===== config.mk =====
export PLATFORM = sky130hd
export DESIGN_NAME = wheel_velocity_pi_slew_controller_unit_flat
export DESIGN_NICKNAME = d
export VERILOG_FILES = /design/src/rtl/wvpi_pkg.sv /design/src/rtl/wvpi_if.sv /design/src/rtl/wvpi_cfg.sv /design/src/rtl/wvpi_mul.sv /design/src/rtl/wvpi_seq.sv /design/src/rtl/wheel_velocity_pi_slew_controller_unit.sv /design/src/flat_wrapper.sv
export SDC_FILE = /design/constraint.sdc
export NUM_CORES = 2
export LEC_CHECK = 0
export BUFFER_PORTS_ARGS = -buffer_cell sky130_fd_sc_hd__buf_2
export CAP_MARGIN = 20
export CELL_PAD_IN_SITES_DETAIL_PLACEMENT = 0
export CELL_PAD_IN_SITES_GLOBAL_PLACEMENT = 2
export CORE_MARGIN = 2
export CORE_UTILIZATION = 30
export DETAILED_ROUTE_END_ITERATION = 10
export PLACE_DENSITY = 0.73
export SLEW_MARGIN = 40
export SYNTH_ARGS = -nofsm -noshare
export SYNTH_HDL_FRONTEND = slang
export SYNTH_SLANG_ARGS = --single-unit

===== constraint.sdc =====
create_clock -name clk -period 12.9 [get_ports clk]
set_clock_uncertainty 0.2 [all_clocks]
set_input_delay 0 -clock clk [delete_from_list [all_inputs] [get_ports clk]]
set_output_delay 0 -clock clk [all_outputs]
set_load 0.02 [all_outputs]

===== src/rtl/wvpi_pkg.sv =====
package wvpi_pkg;

    localparam int VEL_W      = 16;
    localparam int DUTY_W     = 16;
    localparam int DT_W       = 16;
    localparam int GAIN_W     = 32;
    localparam int SLEW_W     = 24;
    localparam int KICK_W     = 15;
    localparam int INT_W      = 32;
    localparam int CFG_IDX_W  = 3;
    localparam int CFG_DATA_W = 32;

    // velocity error, one bit wider than a velocity
    localparam int ERR_W      = VEL_W + 1;
    // shared multiplier operand and the accumulator at 2^-32 duty resolution
    localparam int MUL_W      = 33;
    localparam int ACC_W      = 64;
    // integral sum before clamping
    localparam int INT_SUM_W  = INT_W + 2;
    // accumulator after rounding to Q1.14
    localparam int RND_SHIFT  = 18;
    localparam int RND_W      = ACC_W - RND_SHIFT;
    localparam int INC_SHIFT  = 12;
    localparam int SLEW_SHIFT = 16;
    // slew bound compare width
    localparam int LIM_W      = SLEW_W + 2;

    localparam logic signed [INT_W-1:0]  INTEGRAL_LOW   = -32'sd1048576;
    localparam logic signed [INT_W-1:0]  INTEGRAL_HIGH  = 32'sd1048576;
    localparam logic signed [ACC_W-1:0]  ROUND_BIAS     = 64'sd131072;
    localparam logic [VEL_W:0]           KICK_SPEED_MIN = 17'd82;
    localparam logic signed [DUTY_W-1:0] DUTY_FLOOR_RST = -16'sd16384;
    localparam logic signed [DUTY_W-1:0] DUTY_CEIL_RST  = 16'sd16384;

    typedef enum logic [CFG_IDX_W-1:0] {
        REG_FF_GAIN,
        REG_FF_OFFSET,
        REG_PROP_GAIN,
        REG_INT_GAIN,
        REG_DUTY_FLOOR,
        REG_DUTY_CEILING,
        REG_SLEW_RATE,
        REG_KICK_DUTY
    } reg_index_t;

    typedef enum logic {
        CMD_RUN   = 1'b0,
        CMD_CLEAR = 1'b1
    } command_t;

    typedef enum logic {
        STATUS_OK      = 1'b0,
        STATUS_INVALID = 1'b1
    } status_t;

    typedef enum logic [3:0] {
        ST_IDLE,
        ST_MUL_ERR,
        ST_INTEG,
        ST_MUL_P,
        ST_MUL_I,
        ST_SLEW,
        ST_CLAMP,
        ST_LIMIT,
        ST_OUT
    } state_t;

    typedef enum logic [2:0] {
        MSEL_ERR_DT,
        MSEL_FF,
        MSEL_PROP,
        MSEL_INT,
        MSEL_SLEW
    } mul_sel_t;

    typedef struct packed {
        logic signed [GAIN_W-1:0] ff_gain;
        logic signed [GAIN_W-1:0] ff_offset;
        logic signed [GAIN_W-1:0] prop_gain;
        logic signed [GAIN_W-1:0] int_gain;
        logic signed [DUTY_W-1:0] duty_floor;
        logic signed [DUTY_W-1:0] duty_ceiling;
        logic [SLEW_W-1:0]        slew_rate;
        logic [KICK_W-1:0]        kick_duty;
    } cfg_regs_t;

    typedef struct packed {
        logic step_valid;
        logic step_short;
        logic result_ready;
    } seq_req_t;

    typedef struct packed {
        state_t   state;
        logic     in_ready;
        logic     out_valid;
        logic     mul_en;
        mul_sel_t mul_sel;
    } seq_ctrl_t;

    typedef struct packed {
        logic signed [ERR_W-1:0] err;
        logic signed [VEL_W-1:0] target;
        logic [DT_W-1:0]         dt;
        logic signed [INT_W-1:0] integral;
    } mul_src_t;

endpackage


===== src/rtl/wvpi_if.sv =====
interface wvpi_step_if;
    import wvpi_pkg::*;
    logic                    valid;
    logic                    ready;
    logic                    command;
    logic signed [VEL_W-1:0] target_velocity;
    logic signed [VEL_W-1:0] measured_velocity;
    logic [DT_W-1:0]         time_step;

    modport source (
        output valid, command, target_velocity, measured_velocity, time_step,
        input  ready
    );
    modport sink (
        input  valid, command, target_velocity, measured_velocity, time_step,
        output ready
    );
endinterface

interface wvpi_result_if;
    import wvpi_pkg::*;
    logic                     valid;
    logic                     ready;
    logic signed [DUTY_W-1:0] duty;
    logic                     status;

    modport source (
        output valid, duty, status,
        input  ready
    );
    modport sink (
        input  valid, duty, status,
        output ready
    );
endinterface

interface wvpi_cfg_if;
    import wvpi_pkg::*;
    logic                  valid;
    logic                  ready;
    logic [CFG_IDX_W-1:0]  index;
    logic [CFG_DATA_W-1:0] data;

    modport source (
        output valid, index, data,
        input  ready
    );
    modport sink (
        input  valid, index, data,
        output ready
    );
endinterface


===== src/rtl/wvpi_cfg.sv =====
module wvpi_cfg (
    input  logic               clk,
    input  logic               rst_n,
    wvpi_cfg_if.sink           cfg,
    output wvpi_pkg::cfg_regs_t regs
);
    import wvpi_pkg::*;

    cfg_regs_t regs_reg;
    cfg_regs_t regs_next;

    assign cfg.ready = 1'b1;
    assign regs      = regs_reg;

    always_comb
    begin
        regs_next = regs_reg;
        if (cfg.valid)
        begin
            unique case (reg_index_t'(cfg.index))
                REG_FF_GAIN:      regs_next.ff_gain      = cfg.data;
                REG_FF_OFFSET:    regs_next.ff_offset    = cfg.data;
                REG_PROP_GAIN:    regs_next.prop_gain    = cfg.data;
                REG_INT_GAIN:     regs_next.int_gain     = cfg.data;
                REG_DUTY_FLOOR:   regs_next.duty_floor   = cfg.data[DUTY_W-1:0];
                REG_DUTY_CEILING: regs_next.duty_ceiling = cfg.data[DUTY_W-1:0];
                REG_SLEW_RATE:    regs_next.slew_rate    = cfg.data[SLEW_W-1:0];
                REG_KICK_DUTY:    regs_next.kick_duty    = cfg.data[KICK_W-1:0];
            endcase
        end
    end

    always_ff @(posedge clk or negedge rst_n)
    begin
        if (!rst_n)
        begin
            regs_reg.ff_gain      <= '0;
            regs_reg.ff_offset    <= '0;
            regs_reg.prop_gain    <= '0;
            regs_reg.int_gain     <= '0;
            regs_reg.duty_floor   <= DUTY_FLOOR_RST;
            regs_reg.duty_ceiling <= DUTY_CEIL_RST;
            regs_reg.slew_rate    <= '0;
            regs_reg.kick_duty    <= '0;
        end
        else
        begin
            regs_reg <= regs_next;
        end
    end

endmodule


===== src/rtl/wvpi_mul.sv =====
module wvpi_mul (
    input  logic                               clk,
    input  logic                               en,
    input  wvpi_pkg::mul_sel_t                 sel,
    input  wvpi_pkg::mul_src_t                 src,
    input  wvpi_pkg::cfg_regs_t                regs,
    output logic signed [wvpi_pkg::ACC_W-1:0]  prod_reg
);
    import wvpi_pkg::*;

    logic signed [MUL_W-1:0]   op_a;
    logic signed [MUL_W-1:0]   op_b;
    logic signed [2*MUL_W-1:0] prod_full;

    always_comb
    begin
        unique case (sel)
            MSEL_ERR_DT:
            begin
                op_a = MUL_W'(src.err);
                op_b = $signed(MUL_W'(src.dt));
            end
            MSEL_FF:
            begin
                op_a = MUL_W'(regs.ff_gain);
                op_b = MUL_W'(src.target);
            end
            MSEL_PROP:
            begin
                op_a = MUL_W'(regs.prop_gain);
                op_b = MUL_W'(src.err);
            end
            MSEL_INT:
            begin
                op_a = MUL_W'(regs.int_gain);
                op_b = MUL_W'(src.integral);
            end
            MSEL_SLEW:
            begin
                op_a = $signed(MUL_W'(regs.slew_rate));
                op_b = $signed(MUL_W'(src.dt));
            end
            default:
            begin
                op_a = '0;
                op_b = '0;
            end
        endcase
    end

    assign prod_full = op_a * op_b;

    // every product used here fits in the accumulator width
    always_ff @(posedge clk)
    begin
        if (en)
        begin
            prod_reg <= prod_full[ACC_W-1:0];
        end
    end

endmodule


===== src/rtl/wvpi_seq.sv =====
module wvpi_seq (
    input  logic                clk,
    input  logic                rst_n,
    input  wvpi_pkg::seq_req_t  req,
    output wvpi_pkg::seq_ctrl_t ctrl
);
    import wvpi_pkg::*;

    state_t state_reg;
    state_t state_next;

    always_ff @(posedge clk or negedge rst_n)
    begin
        if (!rst_n)
        begin
            state_reg <= ST_IDLE;
        end
        else
        begin
            state_reg <= state_next;
        end
    end

    always_comb
    begin
        state_next     = state_reg;
        ctrl.state     = state_reg;
        ctrl.in_ready  = 1'b0;
        ctrl.out_valid = 1'b0;
        ctrl.mul_en    = 1'b0;
        ctrl.mul_sel   = MSEL_ERR_DT;
        unique case (state_reg)
            ST_IDLE:
            begin
                ctrl.in_ready = 1'b1;
                if (req.step_valid)
                begin
                    state_next = req.step_short ? ST_OUT : ST_MUL_ERR;
                end
            end
            ST_MUL_ERR:
            begin
                ctrl.mul_en  = 1'b1;
                ctrl.mul_sel = MSEL_ERR_DT;
                state_next   = ST_INTEG;
            end
            ST_INTEG:
            begin
                ctrl.mul_en  = 1'b1;
                ctrl.mul_sel = MSEL_FF;
                state_next   = ST_MUL_P;
            end
            ST_MUL_P:
            begin
                ctrl.mul_en  = 1'b1;
                ctrl.mul_sel = MSEL_PROP;
                state_next   = ST_MUL_I;
            end
            ST_MUL_I:
            begin
                // integral is already updated here
                ctrl.mul_en  = 1'b1;
                ctrl.mul_sel = MSEL_INT;
                state_next   = ST_SLEW;
            end
            ST_SLEW:
            begin
                ctrl.mul_en  = 1'b1;
                ctrl.mul_sel = MSEL_SLEW;
                state_next   = ST_CLAMP;
            end
            ST_CLAMP:
            begin
                state_next = ST_LIMIT;
            end
            ST_LIMIT:
            begin
                state_next = ST_OUT;
            end
            ST_OUT:
            begin
                ctrl.out_valid = 1'b1;
                if (req.result_ready)
                begin
                    state_next = ST_IDLE;
                end
            end
            default:
            begin
                state_next = ST_IDLE;
            end
        endcase
    end

endmodule


===== src/rtl/wheel_velocity_pi_slew_controller_unit.sv =====
// Channel   Role     Payload
// step      sink     command, target_velocity, measured_velocity, time_step
// result    source   duty, status
// cfg       sink     index, data (always ready)
//
// A run step goes through MUL_ERR, INTEG, MUL_P, MUL_I, SLEW, CLAMP and LIMIT to
// OUT, and the next step is taken in the cycle after the result beat. The five
// products go one after another through the single 33x33 multiplier.
// A clear command or an invalid step shows its result in the cycle after the beat.
// Reset loads the register defaults and zeroes the integral and last duty.
// A stalled result holds the block; no step is taken until the result beat.
module wheel_velocity_pi_slew_controller_unit (
    input  logic          clk,
    input  logic          rst_n,
    wvpi_step_if.sink     step,
    wvpi_result_if.source result,
    wvpi_cfg_if.sink      cfg
);
    import wvpi_pkg::*;

    cfg_regs_t regs;
    seq_req_t  req;
    seq_ctrl_t ctrl;
    mul_src_t  src;

    logic signed [VEL_W-1:0]  target_reg;
    logic signed [VEL_W-1:0]  measured_reg;
    logic [DT_W-1:0]          dt_reg;
    logic signed [INT_W-1:0]  integral_reg;
    logic signed [DUTY_W-1:0] prev_duty_reg;
    logic signed [ACC_W-1:0]  acc_reg;
    logic signed [ACC_W-1:0]  prod_reg;
    logic signed [DUTY_W-1:0] bounded_reg;
    logic [SLEW_W-1:0]        max_delta_reg;
    logic signed [DUTY_W-1:0] duty_reg;
    logic                     status_reg;

    logic                     step_fire;
    logic                     is_clear;
    logic                     invalid;
    logic signed [ERR_W-1:0]  err;
    logic                     target_zero;
    logic signed [ACC_W-1:0]  off_ext;
    logic signed [ACC_W-1:0]  acc_init;
    logic signed [ACC_W-1:0]  inc;
    logic signed [INT_SUM_W-1:0] int_sum;
    logic signed [INT_W-1:0]  int_next;
    logic signed [ACC_W-1:0]  rnd_full;
    logic signed [RND_W-1:0]  rnd;
    logic signed [DUTY_W-1:0] bounded;
    logic signed [ERR_W-1:0]  delta;
    logic signed [LIM_W-1:0]  delta_ext;
    logic signed [LIM_W-1:0]  md;
    logic signed [LIM_W-1:0]  up_duty;
    logic signed [LIM_W-1:0]  dn_duty;
    logic signed [DUTY_W-1:0] slewed;
    logic [VEL_W:0]           abs_target;
    logic [VEL_W:0]           abs_meas;
    logic [DUTY_W:0]          abs_slewed;
    logic signed [DUTY_W-1:0] kick_pos;
    logic                     kick_on;
    logic signed [DUTY_W-1:0] duty_final;

    assign step_fire = step.valid && step.ready;
    assign is_clear  = (step.command == CMD_CLEAR);
    assign invalid   = (regs.duty_floor > regs.duty_ceiling)
                    || ($signed({1'b0, regs.kick_duty}) > regs.duty_ceiling)
                    || (step.time_step == '0);

    assign req.step_valid   = step.valid;
    assign req.step_short   = is_clear || invalid;
    assign req.result_ready = result.ready;

    assign step.ready    = ctrl.in_ready;
    assign result.valid  = ctrl.out_valid;
    assign result.duty   = duty_reg;
    assign result.status = status_reg;

    wvpi_cfg u_cfg (
        .clk   (clk),
        .rst_n (rst_n),
        .cfg   (cfg),
        .regs  (regs)
    );

    wvpi_seq u_seq (
        .clk   (clk),
        .rst_n (rst_n),
        .req   (req),
        .ctrl  (ctrl)
    );

    assign src.err      = err;
    assign src.target   = target_reg;
    assign src.dt       = dt_reg;
    assign src.integral = integral_reg;

    wvpi_mul u_mul (
        .clk      (clk),
        .en       (ctrl.mul_en),
        .sel      (ctrl.mul_sel),
        .src      (src),
        .regs     (regs),
        .prod_reg (prod_reg)
    );

    assign err         = ERR_W'(target_reg) - ERR_W'(measured_reg);
    assign target_zero = (target_reg == '0);

    // integral: add floor(err*dt / 2^12), clamp, clear on zero target
    assign inc     = prod_reg >>> INC_SHIFT;
    assign int_sum = INT_SUM_W'(integral_reg) + $signed(inc[INT_SUM_W-1:0]);

    always_comb
    begin
        priority if (target_zero)
        begin
            int_next = '0;
        end
        else if (int_sum < INT_SUM_W'(INTEGRAL_LOW))
        begin
            int_next = INTEGRAL_LOW;
        end
        else if (int_sum > INT_SUM_W'(INTEGRAL_HIGH))
        begin
            int_next = INTEGRAL_HIGH;
        end
        else
        begin
            int_next = int_sum[INT_W-1:0];
        end
    end

    // static offset with the target's sign, scaled to 2^-32
    assign off_ext = $signed({{(ACC_W-GAIN_W-16){regs.ff_offset[GAIN_W-1]}},
                              regs.ff_offset, 16'b0});

    always_comb
    begin
        priority if (target_zero)
        begin
            acc_init = '0;
        end
        else if (target_reg[VEL_W-1])
        begin
            acc_init = -off_ext;
        end
        else
        begin
            acc_init = off_ext;
        end
    end

    // round to Q1.14 and clamp to the duty range
    assign rnd_full = acc_reg + ROUND_BIAS;
    assign rnd      = rnd_full[ACC_W-1:RND_SHIFT];

    always_comb
    begin
        priority if (rnd < RND_W'(regs.duty_floor))
        begin
            bounded = regs.duty_floor;
        end
        else if (rnd > RND_W'(regs.duty_ceiling))
        begin
            bounded = regs.duty_ceiling;
        end
        else
        begin
            bounded = rnd[DUTY_W-1:0];
        end
    end

    // slew limit against the last duty
    assign delta     = ERR_W'(bounded_reg) - ERR_W'(prev_duty_reg);
    assign delta_ext = LIM_W'(delta);
    assign md        = $signed(LIM_W'(max_delta_reg));
    assign up_duty   = LIM_W'(prev_duty_reg) + md;
    assign dn_duty   = LIM_W'(prev_duty_reg) - md;

    always_comb
    begin
        priority if (delta_ext > md)
        begin
            slewed = up_duty[DUTY_W-1:0];
        end
        else if (delta_ext < -md)
        begin
            slewed = dn_duty[DUTY_W-1:0];
        end
        else
        begin
            slewed = bounded_reg;
        end
    end

    // breakaway assist after a true stop
    assign abs_target = target_reg[VEL_W-1] ? -(VEL_W+1)'(target_reg)
                                            : (VEL_W+1)'(target_reg);
    assign abs_meas   = measured_reg[VEL_W-1] ? -(VEL_W+1)'(measured_reg)
                                              : (VEL_W+1)'(measured_reg);
    assign abs_slewed = slewed[DUTY_W-1] ? -(DUTY_W+1)'(slewed)
                                         : (DUTY_W+1)'(slewed);
    assign kick_pos   = $signed(DUTY_W'(regs.kick_duty));
    assign kick_on    = (abs_target >= KICK_SPEED_MIN) && (prev_duty_reg == '0)
                     && (abs_meas < KICK_SPEED_MIN) && (regs.kick_duty != '0)
                     && (abs_slewed < (DUTY_W+1)'(regs.kick_duty));

    always_comb
    begin
        priority if (target_zero)
        begin
            duty_final = '0;
        end
        else if (kick_on)
        begin
            duty_final = target_reg[VEL_W-1] ? -kick_pos : kick_pos;
        end
        else
        begin
            duty_final = slewed;
        end
    end

    // working registers and result
    always_ff @(posedge clk)
    begin
        if (step_fire)
        begin
            target_reg   <= step.target_velocity;
            measured_reg <= step.measured_velocity;
            dt_reg       <= step.time_step;
            duty_reg     <= '0;
            status_reg   <= (!is_clear && invalid) ? STATUS_INVALID : STATUS_OK;
        end
        unique case (ctrl.state)
            ST_INTEG:
            begin
                acc_reg <= acc_init;
            end
            ST_MUL_P, ST_MUL_I:
            begin
                acc_reg <= acc_reg + (prod_reg <<< 4);
            end
            ST_SLEW:
            begin
                acc_reg <= acc_reg + prod_reg;
            end
            ST_CLAMP:
            begin
                bounded_reg   <= bounded;
                max_delta_reg <= prod_reg[SLEW_W+SLEW_SHIFT-1:SLEW_SHIFT];
            end
            ST_LIMIT:
            begin
                duty_reg   <= duty_final;
                status_reg <= STATUS_OK;
            end
            default:
            begin
            end
        endcase
    end

    // controller state
    always_ff @(posedge clk or negedge rst_n)
    begin
        if (!rst_n)
        begin
            integral_reg  <= '0;
            prev_duty_reg <= '0;
        end
        else if (step_fire && is_clear)
        begin
            integral_reg  <= '0;
            prev_duty_reg <= '0;
        end
        else if (ctrl.state == ST_INTEG)
        begin
            integral_reg <= int_next;
        end
        else if (ctrl.state == ST_LIMIT)
        begin
            prev_duty_reg <= duty_final;
        end
    end

    a_int_bounded: assert property (@(posedge clk) disable iff (!rst_n)
        (integral_reg >= INTEGRAL_LOW) && (integral_reg <= INTEGRAL_HIGH))
        else $error("integral outside its clamp range");

    a_short_path: assert property (@(posedge clk) disable iff (!rst_n)
        step_fire && req.step_short |=> result.valid)
        else $error("clear or invalid step did not answer at once");

    a_run_path: assert property (@(posedge clk) disable iff (!rst_n)
        step_fire && !req.step_short |=> !result.valid && ctrl.state == ST_MUL_ERR)
        else $error("run step skipped the sequence");

    a_invalid_zero: assert property (@(posedge clk) disable iff (!rst_n)
        result.valid && result.status == STATUS_INVALID |-> result.duty == '0)
        else $error("invalid result carries a nonzero duty");

    a_prev_hold: assert property (@(posedge clk) disable iff (!rst_n)
        !step_fire && ctrl.state != ST_LIMIT |=> $stable(prev_duty_reg))
        else $error("last duty changed outside a step");

endmodule

===== src/flat_wrapper.sv =====
// flat-port wrapper written by rule: the top's interface ports become plain ports
module wheel_velocity_pi_slew_controller_unit_flat import wvpi_pkg::*;
  (clk, rst_n, step_valid, step_command, step_target_velocity, step_measured_velocity, step_time_step, step_ready, result_valid, result_duty, result_status, result_ready, cfg_valid, cfg_index, cfg_data, cfg_ready);
  wvpi_step_if step_i ();
  wvpi_result_if result_i ();
  wvpi_cfg_if cfg_i ();
  input  logic clk;
  input  logic rst_n;
  input wire logic [$bits(step_i.valid)-1:0] step_valid;
  input wire logic [$bits(step_i.command)-1:0] step_command;
  input wire logic [$bits(step_i.target_velocity)-1:0] step_target_velocity;
  input wire logic [$bits(step_i.measured_velocity)-1:0] step_measured_velocity;
  input wire logic [$bits(step_i.time_step)-1:0] step_time_step;
  output wire logic [$bits(step_i.ready)-1:0] step_ready;
  output wire logic [$bits(result_i.valid)-1:0] result_valid;
  output wire logic [$bits(result_i.duty)-1:0] result_duty;
  output wire logic [$bits(result_i.status)-1:0] result_status;
  input wire logic [$bits(result_i.ready)-1:0] result_ready;
  input wire logic [$bits(cfg_i.valid)-1:0] cfg_valid;
  input wire logic [$bits(cfg_i.index)-1:0] cfg_index;
  input wire logic [$bits(cfg_i.data)-1:0] cfg_data;
  output wire logic [$bits(cfg_i.ready)-1:0] cfg_ready;
  assign step_i.valid = step_valid;
  assign step_i.command = step_command;
  assign step_i.target_velocity = step_target_velocity;
  assign step_i.measured_velocity = step_measured_velocity;
  assign step_i.time_step = step_time_step;
  assign step_ready = step_i.ready;
  assign result_valid = result_i.valid;
  assign result_duty = result_i.duty;
  assign result_status = result_i.status;
  assign result_i.ready = result_ready;
  assign cfg_i.valid = cfg_valid;
  assign cfg_i.index = cfg_index;
  assign cfg_i.data = cfg_data;
  assign cfg_ready = cfg_i.ready;
  wheel_velocity_pi_slew_controller_unit u_core (.clk(clk), .rst_n(rst_n), .step(step_i), .result(result_i), .cfg(cfg_i));
endmodule

==> results.md <==
* Worst slew pin tran at 937 ps
* Syn_area_per_cell at 9.28 um^2
* Mapped Nets at 9814
* Synth area leader: fa_1
* Synthesized flop and latch total at 484
* RSZ-0062 raised after global routing: no
* Detailed Routing Iterations Pass 1 at 8
* Yosys Warn Count at 0
* Total grt overflow at 0
* Main synth FF type: dfrtp_1
* Post-synthesis compound-gate area fraction at 12.2%
* Async set-reset flop share out of synthesis at 51.9%
* Setup crit end kind: flip-flop
* M2 GR Usage at 36.4%
* Largest stage delay, worst path at 680 ps
* Wirelength, routed at 280000 um
* I/O pin cnt at 109
* Classification of the worst setup path: reg -> reg
* Final max-slew violation count at 0
* # Max-Cap Violations at 0
* Multiplexer area fraction after synthesis at 3.69%
* Fin. Hold Viols at 0
* WP data arrival at 12480 ps
* DRT antenna net count at 0
* Via-to-Cell Ratio at 5.19
* Final core utilization at 33.8%
* GRT Util Overall at 22.2%
* Post-Synthesis Cells at 7991
* # DRC at 0
* Maximum number of buffers from clock root to sink at 3
* Number of DRC markers in iteration 0 at 4401
* Startpoint class of the critical path: flip-flop
* Synth Area in Simple Gates at 12.8%
* CP bufs+invs at 8
* Cell with the most instances after synthesis: inv_1
* Largest register FFs at 199
* Met1 Use GR at 30.2%
* Top cells by area, synth: fa_1 30%, ha_1 10%, edfxtp_1 9.4%, dfrtp_1 8.4%, inv_1 6.6%
* WP depth at 41
* Final #Nets at 10000
* Later-pin clock latency in the skew report at 730 ps
* Placed insts at 11200
* Root Buffer: clkbuf_16
* Main combinational cell family by area after synthesis: adder cells
* Fin area at 83100 um^2
* Period utilisation layout at 95.0%
* Vias in the first global route at 63000
* Worst Reg-to-Reg Cells at 41
* Layout cells sized above 1 at 8.69%
* First-pass GRT wire length at 417000 um
* Num Clock Sinks at 484
* Total Die Area at 251000 um^2
* Largest net degree at the start of global routing at 97
* Rel. slew slack at 37.1%
* H-tree Lvls at 2
* Distinct cell type count after synthesis at 88
* Final min period at 12260 ps
* Req. time, crit path at 13130 ps
* FMAX at 81.6 MHz
* Vias post-DR at 59500
* CTS tree: built
* Dpl cell area at 79400 um^2
* Worst path slowest cell: fa_1
* P&R area growth vs syn at 12.2%
* Worst path top cell family by delay: adder cells
* Hold WC Path Type: in -> reg
* CP Max Fanout at 32
* XOR/XNOR Fraction of Synth Area at 4.45%
* FP Rows at 182
* Chip height at 501 um
* Fin Setup TNS at 0 ps
* DR WL/cell at 24.5 um
* GPL Wtd Cong at 0.937
* Grt met3 use at 3.00%
* Hold path depth at 4
* Post-DP HPWL at 228000 um
* Layout Cells excl Fill at 11500
* Setup-failing EPs final at 0
* Most frequent cell on the critical path: fa_1
* Adder-cell area share of the yosys netlist at 40.5%
* Commonest cells in the synthesized netlist: 1310 x inv_1, 1112 x fa_1, 975 x nand2_1
* Initial antenna violation count at 25
* Outcome: finished clean
* Reg clk slew, reported paths at 70 ps
* Post-synth EDFFs at 232
* GR peak layer: met2
* Post-synthesis cell area at 74100 um^2
* I/O Buffers at 107
* Total CTS buffers at 60
* Sequential fraction of the synthesis area at 17.9%
* Die W at 501 um
* Initial Utilization at 30.2%
* Yosys top cell area share at 30.0%
* Core box area at 246000 um^2
[cells by family (layout without fill, tap and decap cells)]
| kind of cell | Yosys count | count (layout) |
|---|---|---|
| other | 1 | 5 |
| flip-flops | 484 | 484 |
| buffers and inverters | 1648 | 1889 |
| multiplexers | 249 | 249 |
| adder cells (fa/ha/maj) | 1734 | 1734 |
| XOR/XNOR | 377 | 377 |
| AO/OA/AOI/OAI | 1340 | 1340 |
| AND/OR/NAND/NOR | 2158 | 2158 |
[per-layer routing]
metal,wire length [um],vias to the layer above,part of all wire (%)
met3,17200,392,6.1
met4,10600,0,3.8
met2,129000,1871,46
met1,123000,30600,44
met5,0,-,0
li1,-,26600,-
[area by class of cell]
cell class | instances | area [um^2]
inverters | 1311 | 4920
repair buffers | 464 | 3700
clock inverters | 40 | 556
diodes | 4 | 10.0
fillers | 25200 | 163000
flip-flops and latches | 484 | 13300
multi-input cells | 5859 | 55000
clock buffers | 74 | 1660
well taps | 3220 | 4030
[per-stage QoR]
stage | setup WS (ps) | hold WS [ps]
final | 642 | 77.0
after detailed placement | 485 | -84.4
after global routing | 43.0 | 75.5
after global placement | 492 | -94.1
after CTS | 442 | 24.4
after floorplan | 1070 | -496
[repair_timing]
action,in CTS,in global routing
endpoints found under the setup margin,0,3
hold endpoints to repair,587,0
hold buffers,147,0
setup buffers,0,0
gates resized for setup,0,2
[cell usage in the layout (no fill, tap or decap), drive strengths merged, types with 37 or more instances in the layout]
| master | count |
|---|---|
| inv | 1315 |
| fa | 1112 |
| nand2 | 975 |
| ha | 622 |
| nor2 | 586 |
| a21oi | 317 |
| buf | 316 |
| xnor2 | 257 |
| dfrtp | 248 |
| o21ai | 246 |
| edfxtp | 232 |
| a21o | 222 |
| mux2 | 193 |
| dlygate4sd3 | 146 |
| xor2 | 120 |
| nand3 | 107 |
| nand4 | 88 |
| clkbuf | 76 |
| o21a | 66 |
| nor3 | 64 |
| nand2b | 63 |
| a22oi | 57 |
| mux2i | 56 |
| nor2b | 53 |
| and3 | 45 |
| or3 | 37 |
[path summary, 6_finish.rpt]
check | slack [ps] | end | from
min in group asynchronous | 370 | u_core.u_cfg.regs[73] | rst_n
setup reg to reg | 640 | u_core.u_mul.prod_reg[63] | u_core.target_reg[0]
hold reg to reg | 310 | u_core.u_cfg.regs[19] | u_core.u_cfg.regs[19]
hold / removal | 80 | u_core.u_cfg.regs[135] | cfg_data[0]
setup / recovery | 640 | u_core.u_mul.prod_reg[63] | u_core.target_reg[0]
max in group asynchronous | 11410 | u_core.u_cfg.regs[54] | rst_n
[tightest hold or removal path, stage by stage]
cell,delay [ps]
dlygate4sd3_1,530
buf_2,230
nand2_1,90
o21ai_0,70
Power is not shown: default switching activity piles up to over one toggle a cycle in this logic, so the estimate is an artifact.
